===== src/hw/rtl/saob_pkg.sv =====
// Shared types and constants for the straight-alpha over blend pipeline.
// No dependencies; used by the top level and its port checker.
package saob_pkg;

    localparam int ChanW     = 8;
    localparam int ProdW     = 2 * ChanW;
    localparam int NumW      = 3 * ChanW;
    localparam int LaneCount = 4;
    localparam int DivSteps  = ChanW;
    // one product stage, one sum stage, then one quotient bit per stage
    localparam int PipeDepth = 2 + DivSteps;

    localparam int InDataW  = 8 * ChanW;
    localparam int OutDataW = LaneCount * ChanW;

    localparam int LaneRed   = 0;
    localparam int LaneGreen = 1;
    localparam int LaneBlue  = 2;
    localparam int LaneAlpha = 3;

    typedef logic [ChanW-1:0] chan_t;
    typedef logic [ProdW-1:0] prod_t;
    typedef logic [NumW-1:0]  num_t;

    // products after the first multiply stage
    typedef struct packed {
        prod_t                  src_weight;   // src_alpha * 255
        prod_t                  dst_weight;   // dst_alpha * (255 - src_alpha)
        prod_t [LaneBlue:0]     src_prod;     // src colour * src_alpha
        chan_t [LaneBlue:0]     dst_color;
    } prod_stage_t;

    // state of one lane set inside the restoring divider
    typedef struct packed {
        logic                       zero;     // both alphas zero
        prod_t                      divisor;  // weighted alpha sum
        num_t  [LaneCount-1:0]      rem;
        chan_t [LaneCount-1:0]      quo;
    } div_stage_t;

endpackage


===== src/hw/rtl/straight_alpha_over_blend.sv =====
// Straight-alpha Porter-Duff over on RGBA8, exact integer form, fully pipelined.
// Depends on saob_pkg for widths, lane indices and stage record types.
//
//  channel   | direction | handshake        | payload
//  ----------+-----------+------------------+-----------------------------------
//  s_ (in)   | slave     | tvalid / tready  | 64-bit dst RGBA then src RGBA
//  m_ (out)  | master    | tvalid / tready  | 32-bit blended RGBA
//
// One pixel enters per clock unless the output stalls; the stages are one multiply
// stage, one stage that forms the weighted alpha sum, the colour numerators and the
// alpha (sum / 255 by add-and-shift), then eight restoring-divider stages, one
// quotient bit each, for the three colour lanes at once.
// Each stage holds its own valid bit and advances when it is empty or the next
// stage advances, so bubbles close up during a stall and nothing is dropped.
// Synchronous active-low reset clears the valid bits only.
module straight_alpha_over_blend (
    input  logic                           aclk,
    input  logic                           aresetn,
    input  logic                           s_tvalid,
    output logic                           s_tready,
    // dst_red, dst_green, dst_blue, dst_alpha, src_red, src_green, src_blue, src_alpha
    input  logic [saob_pkg::InDataW-1:0]   s_tdata,
    output logic                           m_tvalid,
    input  logic                           m_tready,
    // out_red, out_green, out_blue, out_alpha
    output logic [saob_pkg::OutDataW-1:0]  m_tdata
);

    localparam int Cw = saob_pkg::ChanW;

    logic [saob_pkg::PipeDepth-1:0] vld_reg;
    logic [saob_pkg::PipeDepth-1:0] adv;

    saob_pkg::prod_stage_t prod_reg, prod_next;
    saob_pkg::div_stage_t  div_reg  [saob_pkg::DivSteps+1];
    saob_pkg::div_stage_t  div_next [saob_pkg::DivSteps+1];

    // advance chain: a stage moves when empty or when its successor moves
    always_comb begin
        adv[saob_pkg::PipeDepth-1] = !vld_reg[saob_pkg::PipeDepth-1] || m_tready;
        for (int i = saob_pkg::PipeDepth - 2; i >= 0; i--) begin
            adv[i] = !vld_reg[i] || adv[i+1];
        end
    end

    assign s_tready = adv[0];

    always_ff @(posedge aclk) begin
        if (!aresetn) begin
            vld_reg <= '0;
        end else begin
            if (adv[0]) begin
                vld_reg[0] <= s_tvalid;
            end
            for (int i = 1; i < saob_pkg::PipeDepth; i++) begin
                if (adv[i]) begin
                    vld_reg[i] <= vld_reg[i-1];
                end
            end
        end
    end

    // stage 1: alpha weights and source colour products
    always_comb begin
        saob_pkg::chan_t src_a;
        saob_pkg::chan_t dst_a;
        saob_pkg::chan_t inv_a;
        src_a = s_tdata[7*Cw +: Cw];
        dst_a = s_tdata[3*Cw +: Cw];
        inv_a = ~src_a;
        prod_next.src_weight = {src_a, {Cw{1'b0}}} - {{Cw{1'b0}}, src_a};
        prod_next.dst_weight = saob_pkg::ProdW'(dst_a) * saob_pkg::ProdW'(inv_a);
        for (int c = 0; c <= saob_pkg::LaneBlue; c++) begin
            prod_next.src_prod[c] = saob_pkg::ProdW'(s_tdata[(4 + c)*Cw +: Cw])
                                  * saob_pkg::ProdW'(src_a);
            prod_next.dst_color[c] = s_tdata[c*Cw +: Cw];
        end
    end

    always_ff @(posedge aclk) begin
        if (adv[0]) begin
            prod_reg <= prod_next;
        end
    end

    // stage 2: weighted alpha sum, the three colour numerators and the alpha
    always_comb begin
        saob_pkg::prod_t sum;
        saob_pkg::prod_t alpha_acc;
        sum = prod_reg.src_weight + prod_reg.dst_weight;
        // floor(sum / 255) for sum up to 65025: add the high byte and one, keep the high byte
        alpha_acc = sum + (sum >> Cw) + saob_pkg::ProdW'(1);
        div_next[0].zero    = (sum == '0);
        div_next[0].divisor = sum;
        div_next[0].quo     = '0;
        div_next[0].quo[saob_pkg::LaneAlpha] = alpha_acc[saob_pkg::ProdW-1:Cw];
        for (int c = 0; c <= saob_pkg::LaneBlue; c++) begin
            div_next[0].rem[c] = {prod_reg.src_prod[c], {Cw{1'b0}}}
                               - {{Cw{1'b0}}, prod_reg.src_prod[c]}
                               + saob_pkg::NumW'(prod_reg.dst_color[c])
                               * saob_pkg::NumW'(prod_reg.dst_weight);
        end
        div_next[0].rem[saob_pkg::LaneAlpha] = '0;
    end

    always_ff @(posedge aclk) begin
        if (adv[1]) begin
            div_reg[0] <= div_next[0];
        end
    end

    // stages 3..10: one restoring quotient bit per stage, MSB first
    for (genvar k = 0; k < saob_pkg::DivSteps; k++) begin : g_div
        localparam int Shift = saob_pkg::DivSteps - 1 - k;

        always_comb begin
            saob_pkg::num_t  trial;
            div_next[k+1] = div_reg[k];
            trial = saob_pkg::NumW'(div_reg[k].divisor) << Shift;
            for (int l = 0; l <= saob_pkg::LaneBlue; l++) begin
                if (div_reg[k].rem[l] >= trial) begin
                    div_next[k+1].rem[l]        = div_reg[k].rem[l] - trial;
                    div_next[k+1].quo[l][Shift] = 1'b1;
                end
            end
            // both alphas zero: a zero divisor would saturate, force black
            if (Shift == 0 && div_reg[k].zero) begin
                div_next[k+1].quo = '0;
            end
        end

        always_ff @(posedge aclk) begin
            if (adv[k+2]) begin
                div_reg[k+1] <= div_next[k+1];
            end
        end
    end

    assign m_tvalid = vld_reg[saob_pkg::PipeDepth-1];
    assign m_tdata  = div_reg[saob_pkg::DivSteps].quo;

endmodule


===== config.mk =====
export PLATFORM = sky130hd
export DESIGN_NAME = straight_alpha_over_blend
export DESIGN_NICKNAME = d
export VERILOG_FILES = /design/src/hw/rtl/saob_pkg.sv /design/src/hw/rtl/straight_alpha_over_blend.sv
export SDC_FILE = /design/constraint.sdc
export NUM_CORES = 2
export LEC_CHECK = 0
export BUFFER_PORTS_ARGS = -buffer_cell sky130_fd_sc_hd__buf_2
export CORE_MARGIN = 5
export CORE_UTILIZATION = 54
export CTS_CLUSTER_DIAMETER = 80
export DETAILED_ROUTE_END_ITERATION = 6
export PLACE_DENSITY = 0.7
export SYNTH_ARGS = -nofsm -noshare
export SYNTH_HDL_FRONTEND = slang
export SYNTH_SLANG_ARGS = --single-unit

===== constraint.sdc =====
create_clock -name aclk -period 11.3 [get_ports aclk]
set_input_delay 1.13 -clock aclk [delete_from_list [all_inputs] [get_ports aclk]]
set_output_delay 1.13 -clock aclk [all_outputs]
set_load 0.01 [all_outputs]

==> Yosys cells after proc, flatten, opt, wreduce, memory -nomap -nowiden <==
Memories as Yosys holds them, arrays and structs flattened.
Cells that the tools add are included.
{ "op_classes": {"addsub": 34, "multipliers": 7, "n_lt_le_gt_ge": 24, "mux": 67, "bitwise_logic": 1, "n_reduce_logical": 21} }
{ "op_table": {"columns": ["op", "count"], "rows": [
  ["24-bit two-way mux", 24],
  ["24-bit by 16-bit subtractor with 24-bit output", 6],
  ["24-bit adder", 3],
  ["24-bit by 16-bit >= comparator with 1-bit output", 3],
  ["24-bit by 17-bit >= comparator with 1-bit output", 3],
  ["24-bit by 18-bit >= comparator with 1-bit output", 3],
  ["24-bit by 19-bit >= comparator with 1-bit output", 3],
  ["24-bit by 20-bit >= comparator with 1-bit output", 3],
  ["24-bit by 21-bit >= comparator with 1-bit output", 3],
  ["24-bit by 22-bit >= comparator with 1-bit output", 3],
  ["24-bit by 23-bit >= comparator with 1-bit output", 3],
  ["8-bit by 16-bit multiplier with 24-bit output", 3],
  ["24-bit by 17-bit subtractor with 24-bit output", 3],
  ["24-bit by 18-bit subtractor with 24-bit output", 3],
  ["24-bit by 19-bit subtractor with 24-bit output", 3],
  ["24-bit by 20-bit subtractor with 24-bit output", 3],
  ["24-bit by 21-bit subtractor with 24-bit output", 3],
  ["24-bit by 22-bit subtractor with 24-bit output", 3],
  ["24-bit by 23-bit subtractor with 24-bit output", 3],
  ["8-bit by 8-bit multiplier with 16-bit output", 4],
  ["1-bit two-way mux", 42],
  ["32-bit two-way mux", 1],
  ["16-bit by 1-bit adder with 16-bit output (second input constant)", 1],
  ["16-bit adder", 1],
  ["6 further kinds", 24]
]} }
{ "totals": {"ff_bits": 114, "mem_bits_rw": 1305, "in_bits": 68, "output_inout_bits": 34, "elab_cells": 173, "n_memories": 1} }
{ "mem_list": {"columns": ["name", "depth", "width", "read_ports", "rd_ports_with_merged_regs", "write_ports", "line", "text"], "rows": [
  ["div_reg", 9, 145, 9, 0, 9, "straight_alpha_over_blend.sv:35", "saob_pkg::div_stage_t div_reg [saob_pkg::DivSteps+1];"]
]} }

==> Depth between registers and ports, before layout <==
{ "logic_depth": {"word_depth": 12, "mapped_depth": 21, "ltp_nobuf": 20} }

==> Worst setup path before layout <==
No wires, ideal clock.
{ "synth_path": {"path_kind": "input-to-reg", "from": "input m_tready", "to": "register prod_reg[0] in the netlist's numbering (enable)", "setup_time_ns": 1.250, "t_arrival_ns": 7.061, "t_required_ns": 10.050, "setup_slack_ns": 2.989, "stages": 7, "n_path_buf": 0, "path_cell_list": "nor2b_1 -> and3_1 -> and3_1 -> and2_1 -> nand2_1 -> nor2_1 -> nand3_1"} }
{ "synth_between": {"elab_chain_len": 10} }
{ "synth_lines": {"columns": ["element", "line", "text"], "rows": [
  ["from (decl)", "straight_alpha_over_blend.sv:24", "input logic m_tready,"],
  ["1-bit logical OR", "straight_alpha_over_blend.sv:40", "adv[saob_pkg::PipeDepth-1] = !vld_reg[saob_pkg::PipeDepth-1] || m_tready;"],
  ["1-bit logical OR (6 in a row)", "straight_alpha_over_blend.sv:42", "adv[i] = !vld_reg[i] || adv[i+1];"],
  ["named net adv (one bit)", "straight_alpha_over_blend.sv:32", "logic [saob_pkg::PipeDepth-1:0] adv;"],
  ["1-bit logical OR (3 in a row)", "straight_alpha_over_blend.sv:42", null],
  ["named net s_tready", "straight_alpha_over_blend.sv:20", "output logic s_tready,"],
  ["to (signal assigned)", "straight_alpha_over_blend.sv:82", "prod_reg <= prod_next;"],
  ["to (decl)", "straight_alpha_over_blend.sv:34", "saob_pkg::prod_stage_t prod_reg, prod_next;"]
]} }
The timed path passes the listed nets, and every way through them passes these cells.
A chain may end at the register's enable or synchronous reset.

==> run metrics <==
area delta synth->final=8.12%; Critical Path Fanout Max=25; cell count after placement=8967; Total GRT Usage=24.7%; endpoints failing hold=0; pin count of the biggest net entering global routing=95; vias=roughly 51000; post-synthesis sequential area ratio=39.5%; die extent in x=386 microns; Data arrival, critical path=7.01 ns; Routed WL per cell=19.9 microns; Residual DRC=0; EDFF count, synth=between 900 and 1000; Slew Viols, Final=0; vias in the first global route=52500; Die ar.=roughly 150000 sq um; Rows=138; Post-CTS Resized=0; Bufs on Longest Clock Path=3; worst skew pair latency=0.75 ns; commonest non-fill, non-tap cell in the layout=edfxtp_1; critical path startpoint category=flip-flop; IO Port Bufs=101; Unique masters post-synth=83; Post-Synthesis Cells=between 7000 and 8000; fin area=82500 sq um; CTS Buf Count=108; Hold Crit Class=reg -> reg; grt ovf=0; commonest non-fill, non-tap cells in the layout=996 x edfxtp_1, 884 x inv_1, 722 x ha_1; layout cells sized above 1=5.93%; postcts setup bufs=0; hpwl dp=148 mm; vias per inst=5.57; Synth area leader=edfxtp_1; CTS root buf=clkbuf_16; initial drt markers=2563; register bit total from synthesis=1006; cells on worst reg2reg path=19; Clock transition at path regs=0.06 ns; Crit. End Element=flip-flop; period utilization=57.9%; GP Congestion=0.975; fin cells=9170; Final Setup Violations=0; setup total negative slack=0 ns; minimum clock period=between 6 and 7 ns; # IOs=102; cts hold-fix bufs=0; Avg Synthesized Cell Area=10.7 sq um; total core area=141000 sq um; Mapped Area=76300 sq um; Sink Count=1006; synth top area cells=edfxtp_1 39%, fa_1 13%, ha_1 12%; CTS HTree Levels=3; antenna cells=0; Chip Height=around 390 microns; Post-Syn Nets=between 8000 and 9000; area post-placement=78900 sq um; Final ANT Viol Nets=0; RSZ-0062 raised after global routing=no; async set or reset register ratio after synthesis=0%; Hold Path Cell Cnt=0; DRT Pass-1 Iters=6; Syn. warnings=0; Starting Density=54.1%; Slew HR=20.3%; worst-margin pin slew=1.20 ns; Post-Route WL=183 mm; status=finished clean; CTS tree=yes; Critical Path RT=11.77 ns; Final #Nets=8482; initial antenna violation count=2; # fillers=~12000; main flop type after synthesis=edfxtp_1; first-pass GRT wire length=between 200 and 300 mm; area share of the leading cell type in the synthesized netlist=39.2%; fmax=153 MHz; Worst Skew=between 0.04 and 0.05 ns; critical path class=reg -> reg; max_cap viols=0; Largest register FFs=approximately 900
[metrics by stage]
step           utilization, %  hold WS (ns)  worst slack, ns
2_1_floorplan               -         0.400             2.99
4_1_cts                  58.5         0.401             4.77
3_3_place_gp             56.0         0.401             4.84
6_report                 58.5         0.391             4.76
3_5_place_dp             56.0         0.405             4.74
5_1_grt                  58.5         0.408             4.36
[worst paths after layout]
kind / startpoint / end / slack, ns
max: prod_reg[76] / div_reg[0][103] / 4.76
max reg2reg: prod_reg[76] / div_reg[0][103] / 4.76
min reg2reg: div_reg[3][7] / div_reg[4][7] / 0.39
min: div_reg[3][7] / div_reg[4][7] / 0.39
[cell type report]
cell class | instances | area [sq um] | share of cell area [%]
Multi-Input combinational cell | 5047 | 42300 | 51.3
Sequential cell | 1006 | 30100 | 36.5
Inverter | 891 | 3350 | 4.07
Clock buffer | 127 | 2790 | 3.39
Tap cell | 1890 | 2360 | 2.87
Clock inverter | 76 | 836 | 1.01
Timing Repair Buffer | 133 | 746 | 0.904
[worst max-delay path: stages, from the launching register on]
cell,delay (ns)
edfxtp_1,1.00
nand2_1,0.18
fa_1,0.53
inv_1,0.05
fa_1,0.50
inv_1,0.05
fa_1,0.52
inv_1,0.05
fa_1,0.43
ha_1,0.29
ha_1,0.32
o21ai_0,0.34
o211ai_1,0.25
a311oi_1,0.54
a211oi_1,0.17
or3_1,0.40
a21bo_2,0.24
a21o_1,0.18
a21oi_1,0.17
xnor2_1,0.08
[cell families after synthesis]
group | after synthesis | share of synthesized area, %
AND/OR/NAND/NOR | 1993 | 13.1
AO/OA/AOI/OAI | 1286 | 10.6
adder cells (fa/ha/maj) | 1227 | 25.1
buffers and inverters | 1059 | 5.22
flip-flops | 1006 | 39.5
XOR/XNOR | 443 | 5.09
multiplexers | 98 | 1.40
[Yosys cell counts, types with 40 or more instances]
cell type / n
and2_1: 313
nand2_1: 618
nand4_1: 57
fa_1: 505
nor3_1: 105
nor2_1: 350
a21o_1: 134
xnor2_1: 266
mux2_2: 70
clkbuf_1: 148
o31ai_1: 41
nor2b_1: 153
inv_1: 889
a211oi_1: 40
nand3_1: 77
or3_1: 43
nand2b_1: 93
ha_1: 722
o21a_1: 68
edfxtp_1: 996
o21ai_0: 353
a21oi_1: 356
xor2_1: 177
[per-layer routing]
| layer | global-route usage [%] | wire length [microns] | vias to the layer above |
|---|---|---|---|
| li1 | - | - | 24900 |
| met1 | 27.3 | 69100 | 24500 |
| met2 | 44.8 | 93200 | 1244 |
| met3 | 2.54 | 6270 | 454 |
| met4 | 16.8 | 14400 | 0 |
| met5 | 0 | 0 | - |
Power is not shown: default switching activity piles up to over one toggle a cycle in this logic, so the estimate is an artifact.
